[config.mk]
export PLATFORM = sky130hd
export DESIGN_NAME = lqr_state_feedback_torque_unit
export DESIGN_NICKNAME = d
export VERILOG_FILES = /design/src/hdl/lqrsf_pkg.sv /design/src/hdl/lqrsf_ram.sv /design/src/hdl/lqrsf_dp.sv /design/src/hdl/lqrsf_ctrl.sv /design/src/hdl/lqr_state_feedback_torque_unit.sv
export SDC_FILE = /design/constraint.sdc
export NUM_CORES = 2
export LEC_CHECK = 0
export BUFFER_PORTS_ARGS = -buffer_cell sky130_fd_sc_hd__buf_4
export CAP_MARGIN = 15
export CORE_MARGIN = 3
export CORE_UTILIZATION = 50
export CTS_BUF_LIST = sky130_fd_sc_hd__clkbuf_16
export CTS_CLUSTER_DIAMETER = 80
export DETAILED_ROUTE_END_ITERATION = 12
export GPL_TIMING_DRIVEN = 0
export HOLD_SLACK_MARGIN = 0.08
export PLACE_DENSITY = 0.73
export SYNTH_ARGS = -nofsm -noshare
export SYNTH_HDL_FRONTEND = slang
export SYNTH_SLANG_ARGS = --single-unit
[constraint.sdc]
create_clock -name clk -period 18.11 [get_ports clk]
set_input_delay 3.622 -clock clk [delete_from_list [all_inputs] [get_ports clk]]
set_output_delay 3.622 -clock clk [all_outputs]
set_load 0.05 [all_outputs]
[src/hdl/lqrsf_pkg.sv]
`timescale 1ns / 1ps
// ----------------------------------------------------------------------------
// LQR state feedback torque unit: shared definitions
// Widths, gain table geometry, item types, register and column codes, and the
// command and status types that pass between the controller and the datapath.
// ----------------------------------------------------------------------------
package lqrsf_pkg;

    localparam int STATE_W      = 16;
    localparam int GAIN_W       = 16;
    localparam int TORQUE_W     = 16;
    localparam int ROWS         = 4;
    localparam int COLS         = 12;
    localparam int GAIN_DEPTH   = ROWS * COLS;
    localparam int GAIN_AW      = $clog2(GAIN_DEPTH);
    localparam int ROW_W        = $clog2(ROWS);
    localparam int COL_W        = $clog2(COLS);
    localparam int SEL_W        = 6;
    localparam int CFG_IDX_W    = 3;
    localparam int CFG_DATA_W   = 16;
    localparam int LIMIT_W      = 15;
    localparam int TIME_W       = 16;
    localparam int TIME_FRAC    = 16;
    localparam int TORQUE_SHIFT = 12;
    localparam int LEG_ROW_FIRST = 2;

    // One shared signed multiplier covers a gain or a state value times a
    // state value, possibly negated, or an unsigned 16-bit register.
    localparam int MUL_W  = STATE_W + 1;
    localparam int PROD_W = 2 * MUL_W;
    localparam int ACC_W  = PROD_W + COL_W;

    // Register reset values.
    localparam logic signed [STATE_W-1:0] RST_PITCH_OFFSET = '0;
    localparam logic [LIMIT_W-1:0]        RST_PITCH_LIMIT  = LIMIT_W'(4096);
    localparam logic [LIMIT_W-1:0]        RST_DIST_LIMIT   = LIMIT_W'(4096);
    localparam logic [TIME_W-1:0]         RST_STEP_TIME    = TIME_W'(131);
    localparam logic [TIME_W-1:0]         RST_LEAN_GAIN    = TIME_W'(1311);

    // Item command codes.
    localparam logic CMD_STEP       = 1'b0;
    localparam logic CMD_GAIN_WRITE = 1'b1;

    // Mode flag positions within select during a control step.
    localparam int SEL_SPIN     = 0;
    localparam int SEL_UPSTAIRS = 1;
    localparam int SEL_GROUNDED = 2;

    // State vector columns.
    localparam logic [COL_W-1:0] COL_DIST        = COL_W'(0);
    localparam logic [COL_W-1:0] COL_SPEED       = COL_W'(1);
    localparam logic [COL_W-1:0] COL_YAW         = COL_W'(2);
    localparam logic [COL_W-1:0] COL_YAW_RATE    = COL_W'(3);
    localparam logic [COL_W-1:0] COL_LEFT_ANGLE  = COL_W'(4);
    localparam logic [COL_W-1:0] COL_LEFT_RATE   = COL_W'(5);
    localparam logic [COL_W-1:0] COL_RIGHT_ANGLE = COL_W'(6);
    localparam logic [COL_W-1:0] COL_RIGHT_RATE  = COL_W'(7);
    localparam logic [COL_W-1:0] COL_PITCH       = COL_W'(8);
    localparam logic [COL_W-1:0] COL_PITCH_RATE  = COL_W'(9);
    localparam logic [COL_W-1:0] COL_PITCH_INT   = COL_W'(10);
    localparam logic [COL_W-1:0] COL_DIST_INT    = COL_W'(11);

    typedef enum logic [CFG_IDX_W-1:0] {
        REG_PITCH_OFFSET = CFG_IDX_W'(0),
        REG_PITCH_LIMIT  = CFG_IDX_W'(1),
        REG_DIST_LIMIT   = CFG_IDX_W'(2),
        REG_STEP_TIME    = CFG_IDX_W'(3),
        REG_LEAN_GAIN    = CFG_IDX_W'(4)
    } cfg_reg_e;

    typedef struct packed {
        logic                      cmd;
        logic [SEL_W-1:0]          select;
        logic signed [STATE_W-1:0] distance_or_gain;
        logic signed [STATE_W-1:0] fwd_speed_err;
        logic signed [STATE_W-1:0] yaw_angle_err;
        logic signed [STATE_W-1:0] yaw_rate;
        logic signed [STATE_W-1:0] left_leg_angle;
        logic signed [STATE_W-1:0] left_leg_rate;
        logic signed [STATE_W-1:0] right_leg_angle;
        logic signed [STATE_W-1:0] right_leg_rate;
        logic signed [STATE_W-1:0] pitch_angle;
        logic signed [STATE_W-1:0] pitch_rate;
    } in_item_t;

    typedef struct packed {
        logic signed [TORQUE_W-1:0] left_wheel_torque;
        logic signed [TORQUE_W-1:0] right_wheel_torque;
        logic signed [TORQUE_W-1:0] left_leg_torque;
        logic signed [TORQUE_W-1:0] right_leg_torque;
    } out_item_t;

    typedef enum logic [2:0] {
        ST_IDLE,
        ST_LEAN,
        ST_PITCH,
        ST_DIST,
        ST_LEGS,
        ST_MAC,
        ST_DRAIN,
        ST_DONE
    } ctrl_state_e;

    // Preparation phase of the datapath; PH_IDLE leaves the multiplier on the
    // gain products.
    typedef enum logic [2:0] {
        PH_IDLE,
        PH_LEAN,
        PH_PITCH,
        PH_DIST,
        PH_LEGS
    } dp_phase_e;

    typedef struct packed {
        logic               load;
        logic               gain_we;
        dp_phase_e          phase;
        logic               mac_issue;
        logic [ROW_W-1:0]   row;
        logic [COL_W-1:0]   col;
        logic [GAIN_AW-1:0] addr;
        logic               out_load;
    } dp_cmd_t;

    typedef struct packed {
        logic mac_done;
    } dp_status_t;

    // Saturate a widened difference to the signed state width.
    function automatic logic signed [STATE_W-1:0] sat_state(
        input logic signed [STATE_W+1:0] v
    );
        logic signed [STATE_W+1:0] vmax;
        logic signed [STATE_W+1:0] vmin;
        vmax = $signed({3'b000, {(STATE_W-1){1'b1}}});
        vmin = $signed({3'b111, {(STATE_W-1){1'b0}}});
        if (v > vmax) begin
            return vmax[STATE_W-1:0];
        end
        else if (v < vmin) begin
            return vmin[STATE_W-1:0];
        end
        return v[STATE_W-1:0];
    endfunction

    // Fixed sign pattern of the feedback law; yaw flips sign on the leg rows.
    function automatic logic term_negated(
        input logic [ROW_W-1:0] row,
        input logic [COL_W-1:0] col
    );
        logic neg;
        neg = 1'b0;
        case (col) inside
            COL_YAW:
            begin
                neg = (row >= ROW_W'(LEG_ROW_FIRST));
            end
            COL_YAW_RATE, COL_LEFT_ANGLE, COL_LEFT_RATE, COL_RIGHT_ANGLE, COL_RIGHT_RATE:
            begin
                neg = 1'b1;
            end
            default:
            begin
                neg = 1'b0;
            end
        endcase
        return neg;
    endfunction

endpackage

[src/hdl/lqrsf_ram.sv]
`timescale 1ns / 1ps
// ----------------------------------------------------------------------------
// Generic simple dual-port RAM
// One write port and one read port; the read data is registered.
// ----------------------------------------------------------------------------
module lqrsf_ram #(
    parameter int WIDTH = 16,
    parameter int DEPTH = 48,
    localparam int AW   = $clog2(DEPTH)
) (
    input  logic             clk,
    input  logic             we,
    input  logic [AW-1:0]    waddr,
    input  logic [WIDTH-1:0] wdata,
    input  logic [AW-1:0]    raddr,
    output logic [WIDTH-1:0] rdata
);

    logic [WIDTH-1:0] mem_reg [DEPTH];
    logic [WIDTH-1:0] rdata_reg;

    always_ff @(posedge clk)
    begin
        if (we) begin
            mem_reg[waddr] <= wdata;
        end
        rdata_reg <= mem_reg[raddr];
    end

    assign rdata = rdata_reg;

endmodule

[src/hdl/lqrsf_dp.sv]
`timescale 1ns / 1ps
// ----------------------------------------------------------------------------
// LQR state feedback datapath
// Holds the registers, the gain RAM, the integrators and one shared
// multiplier that serves both the preparation steps and the gain products.
// ----------------------------------------------------------------------------
module lqrsf_dp (
    input  logic                                clk,
    input  logic                                rst_n,
    input  lqrsf_pkg::dp_cmd_t                  cmd,
    output lqrsf_pkg::dp_status_t               status,
    input  lqrsf_pkg::in_item_t                 in_data,
    input  logic                                cfg_we,
    input  logic [lqrsf_pkg::CFG_IDX_W-1:0]     cfg_index,
    input  logic [lqrsf_pkg::CFG_DATA_W-1:0]    cfg_wdata,
    output lqrsf_pkg::out_item_t                out_data
);
    import lqrsf_pkg::*;

    localparam logic signed [ACC_W-1:0] TQ_MAX = ACC_W'((1 << (TORQUE_W - 1)) - 1);
    localparam logic signed [ACC_W-1:0] TQ_MIN = ~TQ_MAX;

    // Configuration registers.
    logic signed [STATE_W-1:0] pitch_offset_reg;
    logic [LIMIT_W-1:0]        pitch_limit_reg;
    logic [LIMIT_W-1:0]        dist_limit_reg;
    logic [TIME_W-1:0]         step_time_reg;
    logic [TIME_W-1:0]         lean_gain_reg;

    // Step item and derived state terms.
    in_item_t                  item_reg;
    logic signed [STATE_W-1:0] perr_reg;
    logic signed [STATE_W-1:0] dist_reg;
    logic signed [STATE_W-1:0] lean_reg;
    logic signed [STATE_W-1:0] leg_l_reg;
    logic signed [STATE_W-1:0] leg_r_reg;
    logic signed [STATE_W-1:0] pint_reg;
    logic signed [STATE_W-1:0] dint_reg;

    // Product pipeline.
    logic signed [MUL_W-1:0]   op_reg;
    logic                      v1_reg;
    logic [ROW_W-1:0]          r1_reg;
    logic [COL_W-1:0]          c1_reg;
    logic                      v2_reg;
    logic [ROW_W-1:0]          r2_reg;
    logic [COL_W-1:0]          c2_reg;
    logic signed [PROD_W-1:0]  prod_reg;
    logic signed [ACC_W-1:0]   acc_reg;
    logic signed [TORQUE_W-1:0] torque_reg [ROWS];
    out_item_t                 out_data_reg;

    logic [GAIN_W-1:0]         gain_rdata;
    logic                      spinning;
    logic                      upstairs;
    logic                      grounded;
    logic signed [STATE_W+1:0] pitch_diff;
    logic signed [STATE_W+1:0] leg_l_diff;
    logic signed [STATE_W+1:0] leg_r_diff;
    logic signed [STATE_W-1:0] x_sel;
    logic signed [MUL_W-1:0]   op_next;
    logic signed [MUL_W-1:0]   mul_a;
    logic signed [MUL_W-1:0]   mul_b;
    logic signed [ACC_W-1:0]   acc_sum;
    logic signed [ACC_W-1:0]   acc_scaled;
    logic signed [TORQUE_W-1:0] torque_sat;

    // integral + floor(prod / 2^16), clamped to the symmetric limit.
    function automatic logic signed [STATE_W-1:0] integrate(
        input logic signed [STATE_W-1:0] acc,
        input logic signed [PROD_W-1:0]  prod,
        input logic [LIMIT_W-1:0]        limit
    );
        logic signed [STATE_W:0]   delta;
        logic signed [STATE_W+1:0] sum;
        logic signed [STATE_W+1:0] lim;
        delta = prod[TIME_FRAC +: STATE_W+1];
        sum   = (STATE_W+2)'(acc) + (STATE_W+2)'(delta);
        lim   = $signed((STATE_W+2)'(limit));
        if (sum > lim) begin
            sum = lim;
        end
        else if (sum < -lim) begin
            sum = -lim;
        end
        return sum[STATE_W-1:0];
    endfunction

    lqrsf_ram #(
        .WIDTH (GAIN_W),
        .DEPTH (GAIN_DEPTH)
    ) u_gain_ram (
        .clk   (clk),
        .we    (cmd.gain_we),
        .waddr (in_data.select[GAIN_AW-1:0]),
        .wdata (in_data.distance_or_gain[GAIN_W-1:0]),
        .raddr (cmd.addr),
        .rdata (gain_rdata)
    );

    assign spinning = item_reg.select[SEL_SPIN];
    assign upstairs = item_reg.select[SEL_UPSTAIRS];
    assign grounded = item_reg.select[SEL_GROUNDED];

    assign pitch_diff = (STATE_W+2)'(item_reg.pitch_angle) - (STATE_W+2)'(pitch_offset_reg);
    assign leg_l_diff = (STATE_W+2)'(item_reg.left_leg_angle) - (STATE_W+2)'(lean_reg);
    assign leg_r_diff = (STATE_W+2)'(item_reg.right_leg_angle) - (STATE_W+2)'(lean_reg);

    always_ff @(posedge clk or negedge rst_n)
    begin
        if (!rst_n) begin
            pitch_offset_reg <= RST_PITCH_OFFSET;
            pitch_limit_reg  <= RST_PITCH_LIMIT;
            dist_limit_reg   <= RST_DIST_LIMIT;
            step_time_reg    <= RST_STEP_TIME;
            lean_gain_reg    <= RST_LEAN_GAIN;
        end
        else if (cfg_we) begin
            unique case (cfg_index)
                REG_PITCH_OFFSET: pitch_offset_reg <= $signed(cfg_wdata[STATE_W-1:0]);
                REG_PITCH_LIMIT:  pitch_limit_reg  <= cfg_wdata[LIMIT_W-1:0];
                REG_DIST_LIMIT:   dist_limit_reg   <= cfg_wdata[LIMIT_W-1:0];
                REG_STEP_TIME:    step_time_reg    <= cfg_wdata[TIME_W-1:0];
                REG_LEAN_GAIN:    lean_gain_reg    <= cfg_wdata[TIME_W-1:0];
                default:
                begin
                end
            endcase
        end
    end

    // The shared multiplier: preparation products first, then gain products.
    always_comb
    begin
        unique case (cmd.phase)
            PH_LEAN:
            begin
                mul_a = MUL_W'(item_reg.fwd_speed_err);
                mul_b = $signed(MUL_W'(lean_gain_reg));
            end
            PH_PITCH:
            begin
                mul_a = MUL_W'(perr_reg);
                mul_b = $signed(MUL_W'(step_time_reg));
            end
            PH_DIST:
            begin
                mul_a = MUL_W'(dist_reg);
                mul_b = $signed(MUL_W'(step_time_reg));
            end
            default:
            begin
                mul_a = MUL_W'($signed(gain_rdata));
                mul_b = op_reg;
            end
        endcase
    end

    // State vector column for the product being issued.
    always_comb
    begin
        case (cmd.col)
            COL_DIST:        x_sel = dist_reg;
            COL_SPEED:       x_sel = item_reg.fwd_speed_err;
            COL_YAW:
            begin
                x_sel = (spinning && cmd.row >= ROW_W'(LEG_ROW_FIRST)) ? '0
                                                                      : item_reg.yaw_angle_err;
            end
            COL_YAW_RATE:
            begin
                x_sel = (spinning && cmd.row >= ROW_W'(LEG_ROW_FIRST)) ? '0
                                                                      : item_reg.yaw_rate;
            end
            COL_LEFT_ANGLE:  x_sel = leg_l_reg;
            COL_LEFT_RATE:   x_sel = item_reg.left_leg_rate;
            COL_RIGHT_ANGLE: x_sel = leg_r_reg;
            COL_RIGHT_RATE:  x_sel = item_reg.right_leg_rate;
            COL_PITCH:       x_sel = perr_reg;
            COL_PITCH_RATE:  x_sel = item_reg.pitch_rate;
            COL_PITCH_INT:   x_sel = pint_reg;
            COL_DIST_INT:    x_sel = dint_reg;
            default:         x_sel = '0;
        endcase
        op_next = term_negated(cmd.row, cmd.col) ? -MUL_W'(x_sel) : MUL_W'(x_sel);
    end

    always_comb
    begin
        acc_sum    = ((c2_reg == COL_DIST) ? '0 : acc_reg) + ACC_W'(prod_reg);
        acc_scaled = acc_sum >>> TORQUE_SHIFT;
        if (acc_scaled > TQ_MAX) begin
            torque_sat = TQ_MAX[TORQUE_W-1:0];
        end
        else if (acc_scaled < TQ_MIN) begin
            torque_sat = TQ_MIN[TORQUE_W-1:0];
        end
        else begin
            torque_sat = acc_scaled[TORQUE_W-1:0];
        end
    end

    // Payload registers.
    always_ff @(posedge clk)
    begin
        if (cmd.load) begin
            item_reg <= in_data;
        end
        prod_reg <= mul_a * mul_b;
        unique case (cmd.phase)
            PH_LEAN:
            begin
                perr_reg <= sat_state(pitch_diff);
                // Distance is zeroed while spinning or climbing stairs.
                dist_reg <= (spinning || upstairs) ? '0 : item_reg.distance_or_gain;
            end
            PH_PITCH:
            begin
                lean_reg <= spinning ? '0 : prod_reg[TIME_FRAC +: STATE_W];
            end
            PH_LEGS:
            begin
                leg_l_reg <= sat_state(leg_l_diff);
                leg_r_reg <= sat_state(leg_r_diff);
            end
            default:
            begin
            end
        endcase
        if (cmd.mac_issue) begin
            op_reg <= op_next;
            r1_reg <= cmd.row;
            c1_reg <= cmd.col;
        end
        r2_reg <= r1_reg;
        c2_reg <= c1_reg;
        if (v2_reg) begin
            acc_reg <= acc_sum;
            if (c2_reg == COL_DIST_INT) begin
                torque_reg[r2_reg] <= torque_sat;
            end
        end
        if (cmd.out_load) begin
            out_data_reg.left_wheel_torque  <= torque_reg[0];
            out_data_reg.right_wheel_torque <= torque_reg[1];
            out_data_reg.left_leg_torque    <= torque_reg[2];
            out_data_reg.right_leg_torque   <= torque_reg[3];
        end
    end

    // Integrators and pipeline valid bits.
    always_ff @(posedge clk or negedge rst_n)
    begin
        if (!rst_n) begin
            pint_reg <= '0;
            dint_reg <= '0;
            v1_reg   <= 1'b0;
            v2_reg   <= 1'b0;
        end
        else begin
            if (grounded && cmd.phase == PH_DIST) begin
                pint_reg <= integrate(pint_reg, prod_reg, pitch_limit_reg);
            end
            if (grounded && cmd.phase == PH_LEGS) begin
                dint_reg <= integrate(dint_reg, prod_reg, dist_limit_reg);
            end
            v1_reg <= cmd.mac_issue;
            v2_reg <= v1_reg;
        end
    end

    assign status.mac_done = v2_reg && (r2_reg == ROW_W'(ROWS - 1)) && (c2_reg == COL_DIST_INT);
    assign out_data        = out_data_reg;

endmodule

[src/hdl/lqrsf_ctrl.sv]
`timescale 1ns / 1ps
// ----------------------------------------------------------------------------
// LQR state feedback controller
// Sequences preparation, the 48 gain products and the result hand-off, and
// owns both channel handshakes.
// ----------------------------------------------------------------------------
module lqrsf_ctrl (
    input  logic                         clk,
    input  logic                         rst_n,
    input  logic                         in_valid,
    output logic                         in_stall,
    input  logic                         in_cmd,
    input  logic [lqrsf_pkg::SEL_W-1:0]  in_select,
    output logic                         out_valid,
    input  logic                         out_stall,
    output lqrsf_pkg::dp_cmd_t           cmd,
    input  lqrsf_pkg::dp_status_t        status
);
    import lqrsf_pkg::*;

    ctrl_state_e        state_reg;
    ctrl_state_e        state_next;
    logic [ROW_W-1:0]   row_reg;
    logic [ROW_W-1:0]   row_next;
    logic [COL_W-1:0]   col_reg;
    logic [COL_W-1:0]   col_next;
    logic [GAIN_AW-1:0] addr_reg;
    logic [GAIN_AW-1:0] addr_next;
    logic               out_valid_reg;
    logic               out_valid_next;
    logic               out_free;

    assign in_stall  = (state_reg != ST_IDLE);
    assign out_valid = out_valid_reg;
    assign out_free  = !out_valid_reg || !out_stall;

    always_ff @(posedge clk or negedge rst_n)
    begin
        if (!rst_n) begin
            state_reg     <= ST_IDLE;
            row_reg       <= '0;
            col_reg       <= '0;
            addr_reg      <= '0;
            out_valid_reg <= 1'b0;
        end
        else begin
            state_reg     <= state_next;
            row_reg       <= row_next;
            col_reg       <= col_next;
            addr_reg      <= addr_next;
            out_valid_reg <= out_valid_next;
        end
    end

    always_comb
    begin
        state_next     = state_reg;
        row_next       = row_reg;
        col_next       = col_reg;
        addr_next      = addr_reg;
        out_valid_next = out_valid_reg && out_stall;
        cmd            = '0;
        cmd.phase      = PH_IDLE;
        cmd.row        = row_reg;
        cmd.col        = col_reg;
        cmd.addr       = addr_reg;

        unique case (state_reg)
            ST_IDLE:
            begin
                if (in_valid) begin
                    if (in_cmd == CMD_GAIN_WRITE) begin
                        // Indices past the table are dropped.
                        cmd.gain_we = (in_select < SEL_W'(GAIN_DEPTH));
                    end
                    else begin
                        cmd.load   = 1'b1;
                        state_next = ST_LEAN;
                    end
                end
            end
            ST_LEAN:
            begin
                cmd.phase  = PH_LEAN;
                state_next = ST_PITCH;
            end
            ST_PITCH:
            begin
                cmd.phase  = PH_PITCH;
                state_next = ST_DIST;
            end
            ST_DIST:
            begin
                cmd.phase  = PH_DIST;
                state_next = ST_LEGS;
            end
            ST_LEGS:
            begin
                cmd.phase  = PH_LEGS;
                row_next   = '0;
                col_next   = '0;
                addr_next  = '0;
                state_next = ST_MAC;
            end
            ST_MAC:
            begin
                cmd.mac_issue = 1'b1;
                addr_next     = addr_reg + GAIN_AW'(1);
                if (col_reg == COL_W'(COLS - 1)) begin
                    col_next = '0;
                    row_next = row_reg + ROW_W'(1);
                end
                else begin
                    col_next = col_reg + COL_W'(1);
                end
                if (addr_reg == GAIN_AW'(GAIN_DEPTH - 1)) begin
                    state_next = ST_DRAIN;
                end
            end
            ST_DRAIN:
            begin
                if (status.mac_done) begin
                    state_next = ST_DONE;
                end
            end
            ST_DONE:
            begin
                // Wait here while the previous result is still held stalled.
                if (out_free) begin
                    cmd.out_load   = 1'b1;
                    out_valid_next = 1'b1;
                    state_next     = ST_IDLE;
                end
            end
            default:
            begin
                state_next = ST_IDLE;
            end
        endcase
    end

endmodule

[src/hdl/lqr_state_feedback_torque_unit.sv]
`timescale 1ns / 1ps
// ----------------------------------------------------------------------------
// LQR state feedback torque unit
// Wheel-leg balance controller with pitch and distance integral action.
// ----------------------------------------------------------------------------
// Usage:
// The input channel (in_valid, in_stall, in_data) carries two kinds of
// transaction. A gain write (cmd set) loads one Q8.8 entry of the 4x12 gain
// table at index row*12+col and produces no result.
// A control step carries the measured errors and mode flags, updates the
// integrators when both legs are grounded and produces one result of four
// saturated Q8.8 torques on the output channel (out_valid, out_stall,
// out_data).
// From its acceptance to out_valid, a step runs the lean, pitch, distance and
// leg preparation steps on the shared multiplier, issues 48 gain products one
// per cycle to the same multiplier, drains the pipeline and hands off.
// The gain RAM read port and the single multiplier set a step's length; a new
// step is accepted in the cycle after the previous result is handed off.
// A finished result waits in the output register while a stalled receiver
// holds out_stall high; the next step is still accepted and computed, and it
// is held internally until that register frees up.
// Reset clears the integrators and restores the register defaults. The gain
// table is not cleared and must be written before the first step.
// Configuration writes (cfg_we, cfg_index, cfg_wdata) are made while idle by the user; the block does not enforce this.
// ----------------------------------------------------------------------------
module lqr_state_feedback_torque_unit (
    input  logic                               clk,
    input  logic                               rst_n,
    input  logic                               in_valid,
    output logic                               in_stall,
    input  lqrsf_pkg::in_item_t                in_data,
    output logic                               out_valid,
    input  logic                               out_stall,
    output lqrsf_pkg::out_item_t               out_data,
    input  logic                               cfg_we,
    input  logic [lqrsf_pkg::CFG_IDX_W-1:0]    cfg_index,
    input  logic [lqrsf_pkg::CFG_DATA_W-1:0]   cfg_wdata
);
    import lqrsf_pkg::*;

    dp_cmd_t    dp_cmd;
    dp_status_t dp_status;

    lqrsf_ctrl u_ctrl (
        .clk       (clk),
        .rst_n     (rst_n),
        .in_valid  (in_valid),
        .in_stall  (in_stall),
        .in_cmd    (in_data.cmd),
        .in_select (in_data.select),
        .out_valid (out_valid),
        .out_stall (out_stall),
        .cmd       (dp_cmd),
        .status    (dp_status)
    );

    lqrsf_dp u_dp (
        .clk       (clk),
        .rst_n     (rst_n),
        .cmd       (dp_cmd),
        .status    (dp_status),
        .in_data   (in_data),
        .cfg_we    (cfg_we),
        .cfg_index (cfg_index),
        .cfg_wdata (cfg_wdata),
        .out_data  (out_data)
    );

endmodule
==> qor.yml <==
cp_max_fo: 10
synthCells: 5291
detailedRoute.firstPassIterationCount: 9
fillers: 10931
synth_nets: 6055
slowest_delay_ns: 0.91
clockRootBuffer: "clkbuf_16"
seq_area_frac_synth: 0.5704
synth_warnings: 0
seqCellArea_um2: 40380
row_count: 137
tightestPinTransition_ns: 1.213
viasPerCell: 6.020
grt_pass1_wl_mm: 300.3
insertion_delay_ns: 0.80
path_class: "flip-flop to flip-flop"
grt_pass1_vias: 46289
cts_hold_buffers: 0
yosys.area.top_type: "edfxtp_1"
synth_top_area_frac: 0.5091
drtIter0Drc: 5365
worst_setup_path_end_kind: "flip-flop"
nets: 6506
rsz0062_at_grt: "false"
slew_headroom: 0.1895
yosys-top-cells-area: "edfxtp_1 (51%), fa_1 (8.3%), ha_1 (5.0%)"
clock_path_buffers: 3
cts.sinks: 1384
numPortBuffers: 256
cts_setup_buffers: 0
drc: 0
die_h_um: 382.2
syn_area_per_cell_um2: 13.38
htree_levels: 4
finalWirelength_mm: 203.7
cap_viol_max_count: 0
setup_viol: 0
synthesis.area_um2: 70780
dieArea_um2: 146100
synthFlopType: "edfxtp_1"
path_common_cell: "fa_1"
io_pins: 257
cts_buffers: 147
fin_crit_ns: 10.61
cts_tree: "yes"
grt_max_degree: 97
grtUsageTotal: 0.2786
crit_slowest_cell: "a21oi_1"
critical_path_arrival_ns: 11.20
path_clk_slew_ns: 0.06
layout_worst_path_cycle_share: 0.5859
largest_reg_flops: 768
synth_cell_types: 89
status: "finished clean"
ys_seq_elements: 1384
routedWlPerCell_um: 26.31
min_path_type: "flip-flop to flip-flop"
fmax_mhz: 94.24
die_w_um: 382.2
grt-ovfl-total: 0
required_ns: 18.70
area_growth_pct: 14.14
vias: 46616
coreArea_um2: 140000
slew_viol_final: 0
start_util: 0.5054
multiInputGateArea_um2: 27920
synth_common_cells: "edfxtp_1 (1200), inv_1 (467), nor2_1 (379)"
hold_violations: 0
fin_skew_ns: 0.05411
yosysMostFrequentCell: "edfxtp_1"
fin_util: 0.5768
routabilityCongestion: 0.9917
hpwl_mm: 149.0
synth_edf_count: 1200
drtAntennaViolNets: 0
ctsResizeCount: 0
startpoint_type: "flip-flop"
antenna_found_initial: 13
async_flop_share: 0.09249
drive_above_1_share: 0.1428
layer usage:
layer / track usage / up-vias / share of wire
met4: 0.1251 / 14 / 0.050
met5: 0 / - / 0.00050
li1: - / 20285 / -
met3: 0.06424 / 488 / 0.098
met2: 0.4399 / 2438 / 0.46
met1: 0.3700 / 23391 / 0.39
through the flow:
step	TNS (ns)	area, µm²	setup slack [ns]	instances	hold WS (ns)
3_5_place_dp	0	75760	7.949	7467	0.3269
2_1_floorplan	0	70780	2.546	5291	0.3233
3_3_place_gp	-499.76	75040	-3.112	7423	0.3269
4_1_cts	0	80730	7.885	7737	0.3431
6_report	0	80790	7.499	7743	0.3421
5_1_grt	0	80780	7.180	7739	0.3466
placed cells by master, fill, tap and decap left out, types with 154 or more instances in the layout:
cell type  count
edfxtp_1    1200
inv_1        490
nand2_1      351
nor2_1       340
fa_1         292
ha_1         281
buf_4        262
a21oi_1      224
o21ai_0      202
clkbuf_1     167
mux2i_1      154
worst max-delay path: cells and delay by family (launching register included):
kind / cells / cell delay (ns)
AOI/OAI and AO/OA: 11 / 3.73
adders and majority gates: 8 / 3.59
buffers and inverters: 8 / 1.45
and+or+nand+nor: 4 / 1.21
DFF: 1 / 0.40
layout make-up:
class                   count  area share
diodes                      4   0.0001239
plain buffers             219     0.01055
clock buffers             152     0.04708
clock inverters           118     0.01450
inverters                 471     0.02188
multi-input cells        3217      0.3456
flip-flops and latches   1384      0.4998
well taps                1876     0.02906
repair buffers            302     0.03138
worst paths after layout:
check | start | slack, ns | cells past startpoint | endpoint
worst max-delay path | u_ctrl.state_reg[0]$_DFFE_PN0P_ | 7.50 | 31 | u_dp.prod_reg[33]$_DFF_P_
worst min-delay path | u_dp.c1_reg[3]$_DFFE_PP_ | 0.34 | 0 | u_dp.c2_reg[3]$_DFF_P_
worst max register to register | u_ctrl.state_reg[0]$_DFFE_PN0P_ | 7.50 | 31 | u_dp.prod_reg[33]$_DFF_P_
worst min register to register | u_dp.c1_reg[3]$_DFFE_PP_ | 0.34 | 0 | u_dp.c2_reg[3]$_DFF_P_
max in group asynchronous | rst_n | 14.42 | 2 | u_dp.v2_reg$_DFF_PN0_
min in group asynchronous | rst_n | 2.75 | 1 | u_ctrl.row_reg[0]$_DFFE_PN0P_
kinds of logic (layout without fill, tap and decap cells):
family	after synthesis	in the layout	synth area share
AO/OA/AOI/OAI	951	951	0.09057
XOR/XNOR	170	170	0.02104
adder cells (fa/ha/maj)	573	573	0.1323
buffers and inverters	690	1262	0.03700
flip-flops	1384	1384	0.5704
multiplexers	350	350	0.07238
other	0	4	0
AND/OR/NAND/NOR	1173	1173	0.07630
Power is not shown: default switching activity piles up to over one toggle a cycle in this logic, so the estimate is an artifact.
